--- config.mk ---
export PLATFORM = sky130hd
export DESIGN_NAME = ome_ctrl
export DESIGN_NICKNAME = d
export VERILOG_FILES = /design/src/hdl/ome_pkg.sv /design/src/hdl/ome_ctrl.sv
export SDC_FILE = /design/constraint.sdc
export NUM_CORES = 1
export LEC_CHECK = 0
export BUFFER_PORTS_ARGS = -buffer_cell sky130_fd_sc_hd__buf_2
export CORE_AREA = 2 2 39 41
export DETAILED_ROUTE_END_ITERATION = 6
export DIE_AREA = 0 0 41 43
export PLACE_DENSITY_LB_ADDON = 0.25
export SYNTH_ARGS = -nofsm -noshare
export SYNTH_HDL_FRONTEND = slang
export SYNTH_SLANG_ARGS = --single-unit
--- constraint.sdc ---
create_clock -name clk -period 3.5 [get_ports clk]
set_clock_uncertainty 0.15 [all_clocks]
set_input_delay 0.7 -clock clk [delete_from_list [all_inputs] [get_ports clk]]
set_output_delay 0.7 -clock clk [all_outputs]
set_load 0.03 [all_outputs]
--- src/hdl/ome_pkg.sv ---
package ome_pkg;

    localparam int DEPTH_DEF = 64;
    localparam int KEY_W_DEF = 32;
    localparam int AMT_W     = 31;
    localparam int NUM_W     = 32;

    // Request codes
    localparam logic [3:0] REQ_INSERT = 4'd0;
    localparam logic [3:0] REQ_ERASE  = 4'd1;
    localparam logic [3:0] REQ_COUNT  = 4'd2;
    localparam logic [3:0] REQ_RANK   = 4'd3;
    localparam logic [3:0] REQ_KTH    = 4'd4;
    localparam logic [3:0] REQ_PRED   = 4'd5;
    localparam logic [3:0] REQ_SUCC   = 4'd6;
    localparam logic [3:0] REQ_SIZE   = 4'd7;
    localparam logic [3:0] REQ_CLEAR  = 4'd8;

    // Status codes
    localparam logic [1:0] ST_OK   = 2'd0;
    localparam logic [1:0] ST_FULL = 2'd1;
    localparam logic [1:0] ST_OVF  = 2'd2;

    typedef enum logic [2:0] {
        S_IDLE,
        S_SCAN_RD,
        S_SCAN_EV,
        S_DECIDE,
        S_SH_RD,
        S_SH_WR,
        S_WRITE,
        S_DONE
    } state_t;

    // Table update chosen after the scan
    typedef enum logic [1:0] {
        OP_NONE,
        OP_WRITE,
        OP_INS,
        OP_DEL
    } op_t;

    typedef struct packed {
        logic load;
        logic scan_rd;
        logic scan_ev;
        logic decide;
        logic sh_rd;
        logic sh_wr;
        logic wr_fin;
        logic finish;
    } cmd_t;

    typedef struct packed {
        logic scan_end;
        logic shift_end;
        op_t  op;
    } stat_t;

endpackage

--- src/hdl/ome_ctrl.sv ---
module ome_ctrl import ome_pkg::*; (
    input  logic  clk,
    input  logic  rst_n,
    input  logic  start,
    input  stat_t stat,
    output cmd_t  cmd,
    output logic  busy
);

    state_t state_reg, state_next;

    always_ff @(posedge clk or negedge rst_n)
    begin
        if (!rst_n)
        begin
            state_reg <= S_IDLE;
        end
        else
        begin
            state_reg <= state_next;
        end
    end

    // Next state
    always_comb
    begin
        state_next = state_reg;
        unique case (state_reg)
            S_IDLE:    if (start) state_next = S_SCAN_RD;
            S_SCAN_RD: state_next = stat.scan_end ? S_DECIDE : S_SCAN_EV;
            S_SCAN_EV: state_next = S_SCAN_RD;
            S_DECIDE:
            begin
                unique case (stat.op)
                    OP_WRITE: state_next = S_WRITE;
                    OP_INS,
                    OP_DEL:   state_next = S_SH_RD;
                    default:  state_next = S_DONE;
                endcase
            end
            S_SH_RD:
            begin
                if (stat.shift_end)
                begin
                    state_next = (stat.op == OP_INS) ? S_WRITE : S_DONE;
                end
                else
                begin
                    state_next = S_SH_WR;
                end
            end
            S_SH_WR:   state_next = S_SH_RD;
            S_WRITE:   state_next = S_DONE;
            S_DONE:    state_next = S_IDLE;
            default:   state_next = S_IDLE;
        endcase
    end

    // Commands
    always_comb
    begin
        cmd         = '0;
        cmd.load    = (state_reg == S_IDLE) && start;
        cmd.scan_rd = (state_reg == S_SCAN_RD) && !stat.scan_end;
        cmd.scan_ev = (state_reg == S_SCAN_EV);
        cmd.decide  = (state_reg == S_DECIDE);
        cmd.sh_rd   = (state_reg == S_SH_RD) && !stat.shift_end;
        cmd.sh_wr   = (state_reg == S_SH_WR);
        cmd.wr_fin  = (state_reg == S_WRITE);
        cmd.finish  = (state_reg == S_DONE);
        busy        = (state_reg != S_IDLE);
    end

endmodule

Word level (Yosys, flattened, before mapping)
Index checks and enable logic that the tools add are counted.
{ "word_totals": {"regBits": 3, "input_bits": 7, "out_inout_bits": 9, "elab_cells": 26} }
{ "op_classes": {"n_eq_ne": 11, "n_mux": 6, "reduce_logical": 8} }
{ "op_table": {"columns": ["cell", "n"], "rows": [
  ["$pmux 3 s8", 1],
  ["$eq 3x3->1 const B", 4],
  ["$eq 3x2->1 const B", 2],
  ["$eq 2x2->1 const B", 2],
  ["$pmux 2 s2", 1],
  ["$eq 3x1->1 const B", 1],
  ["$logic_and 1x1->1", 3],
  ["$logic_not 3->1", 1],
  ["$mux 3", 1],
  ["$reduce_bool 3->1", 1],
  ["$eq 2x1->1 const B", 1],
  ["$logic_not 1->1", 2],
  ["$mux 1", 2],
  ["$mux 2", 1],
  ["$ne 2x2->1 const B", 1],
  ["$reduce_or 2->1", 1]
]} }

Longest topological paths before layout
{ "logic_depth": {"word_depth": 4, "ltp_mapped": 4, "mapped_depth_nobuf": 3} }

Least setup slack after synthesis
No wires, ideal clock.
{ "synth_path": {"path_kind": "input to output", "startpoint": "input stat[2] in the netlist's numbering", "endpoint": "output cmd[3] in the netlist's numbering", "t_arrival_ps": 1601, "required_time_ps": 2650, "path_slack_ps": 1049, "path_stages": 1, "n_path_buf": 0, "cell_sequence": "nor4_1"} }
{ "synth_via": {"elab_chain_len": 2} }
{ "synth_lines": {"columns": ["element", "line_no", "text"], "rows": [
  ["from (decl)", "ome_ctrl.sv:5", "input stat_t stat,"],
  ["$logic_not 1->1", "ome_ctrl.sv:67", "cmd.sh_rd = (state_reg == S_SH_RD) && !stat.shift_end;"],
  ["$logic_and 1x1->1", "ome_ctrl.sv:67", null],
  ["to (decl)", "ome_ctrl.sv:6", "output cmd_t cmd,"]
]} }
No other way between the ends.

==> flow_summary.ini <==
[synth]
ys_seq_area_share_pct = 33.7
synth_top_cell_area_share_pct = 33.7
ys_async_sr_fraction_pct = 100
synth_most_common_cell = nor2_1
avgSynthCellArea_um2 = 7.68
synth_common_cells = nor2_1, dfrtp_1
syn-num-nets = 36
synth_seq_cells = 3
synthDistinctLibCells = 17
ys_top_cells_by_area = dfrtp_1, nor2_1, nor3b_1
ys.flop_type = dfrtp_1
postSynthCellCount = 29
synth_area_um2 = 223
yosys_warnings = 0
yosysTopAreaCell = dfrtp_1
synth_edf_count = 0

[layout]
drive_gt1_share_pct = 39.1
fin_cells = 62
largest_register_ff_count = 3
finalNetCount = 54
area_growth_syn_to_layout_pct = 47.2
num_antenna_cells = 0

[die]
die_h_um = 43
ios = 16
die_area_mm2 = 0.00176
rows = 14
start_util_pct = 16.1
coreArea_mm2 = 0.00138
die_w_um = 41

[grt]
antenna_found_initial = 0
grt_pass1_vias = 230
grt.overflow.total = 0
grt_max_degree = 12
grt_usage_pct = 7.24
grt_pass1_wl_um = 841

[placement]
place_congestion = 0.693
dp_cells = 58
io_buffers = 15
dpl.hpwl_um = 418
pre_cts_slack_ps = 1460

[pwr]
p_leak_nw = 0.167
peakVddDrop_mv = 0.264
power.total_uw = 335
p_per_area_mw_per_mm2 = 1020

[detailed_routing]
drt-total-wl_um = 559
via_per_inst = 4.06
dr.pass1.iters = 4
num_vias = 252
drt-wirelength-per-cell_um = 9.02
drt_iter0_markers = 3
ant_nets = 0
route.detailed.drc = 0

[clock_network]
h-tree-depth = 1
cts_resized = 0
cts_tree = yes
cts_setup_buffers = 0
clkSinkCount = 3
cts_hold_buf = 0
clockRootBuffer = clkbuf_4
clk_latency_ps = 230
cts_buffers = 3
path_clk_slew_ps = 40
clk_path_buf_depth = 2

[timing]
relSlewSlack_pct = 77.4
drv_slew = 0
setup_ws_ps = 1280
setup-violations-final = 0
fmax_mhz = 450
final.setup.tns_ps = 0
hold_viol_final = 0
fin_crit_sh_pct = 63.4
tightest_slew_ps = 338
finalCriticalPeriod_ps = 2220
rsz0062_at_grt = false

[setup_path]
cp_top_family = flip-flops
cp.required_ps = 2650
cp_slowest_cell = dfrtp_1
worstReg2RegStart = state_reg[2]$_DFFE_PN0P_
cp_data_arrival_time_ps = 1370
path_buf_inv = 2
reg2reg_to = state_reg[0]$_DFFE_PN0P_
ff2ff_setup_slack_ps = 2120
worstPathCellList = inv_1 > nor4_1 > buf_2
cpPeakStageDelay_ps = 530
end_kind = output port
path_class = reg2out
crit_path_start_kind = register
reg2regPathDepth = 3
critPathMaxFanout = 11

[run]
drv_cap = 0

[outcome]
outcome = finished clean

[hold_path]
hp-class = in2async
==> where the power goes <==
part	internal [mW]	switching, mW
combinational	0.0634	0.117
clock	0.0426	0.0163
sequential	0.0532	0.0420
==> cell usage in the layout, fill, tap and decap left out, types with 2 or more instances in the layout <==
cell and n:
a21oi_1 2, buf_2 15, clkbuf_4 3, dfrtp_1 3, inv_1 2, nand2_1 2, nor2_1 5, nor3b_1 2
o21ai_0 2, or3_1 2
==> area by class of cell <==
class	instances	area, um2
clock buffers	4	26.3
inverters	2	7.51
multi-input cells	22	124
well taps	16	20.0
flip-flops and latches	3	75.1
repair buffers	15	75.1
fillers	170	1060
==> cell families (layout without fill, tap and decap cells) <==
kind of cell           count (synthesis)  after routing  synth area share, %
XOR/XNOR                               1              1                 3.93
flip-flops                             3              3                 33.7
buffers and inverters                  4             21                 10.7
AO/OA/AOI/OAI                          6              6                 15.2
AND/OR/NAND/NOR                       15             15                 36.5
==> layer usage <==
layer / global-route usage [%] / wire [um] / vias to the layer above
met5: 0 / 0 / -
met4: 6.00 / 0 / 0
met3: 3.14 / 38 / 0
met2: 8.75 / 258 / 13
met1: 9.39 / 262 / 104
li1: - / - / 135
==> metrics by stage <==
stage | instance area (um2) | utilization (%) | hold slack [ps]
finish | 328 | 23.7 | 105
floorplan | 223 | - | 254
detailed placement | 302 | 21.8 | 346
global route | 328 | 23.7 | 99.4
CTS | 328 | 23.7 | 99.0
global placement | 302 | 21.8 | 347
==> how the worst max path moves through the flow <==
| stage | from | endpoint | depth (start not counted) |
|---|---|---|---|
| 2_1_floorplan | stat[2] | cmd[3] | 1 |
| 3_3_place_gp | stat[2] | cmd[3] | 3 |
| 3_5_place_dp | stat[2] | cmd[3] | 3 |
| 4_1_cts | state_reg[2]$_DFFE_PN0P_ | cmd[3] | 3 |
| 5_1_grt | state_reg[2]$_DFFE_PN0P_ | cmd[3] | 3 |
| 6_report | state_reg[2]$_DFFE_PN0P_ | cmd[3] | 3 |
Note: power is estimated with default switching activity, not from simulation.
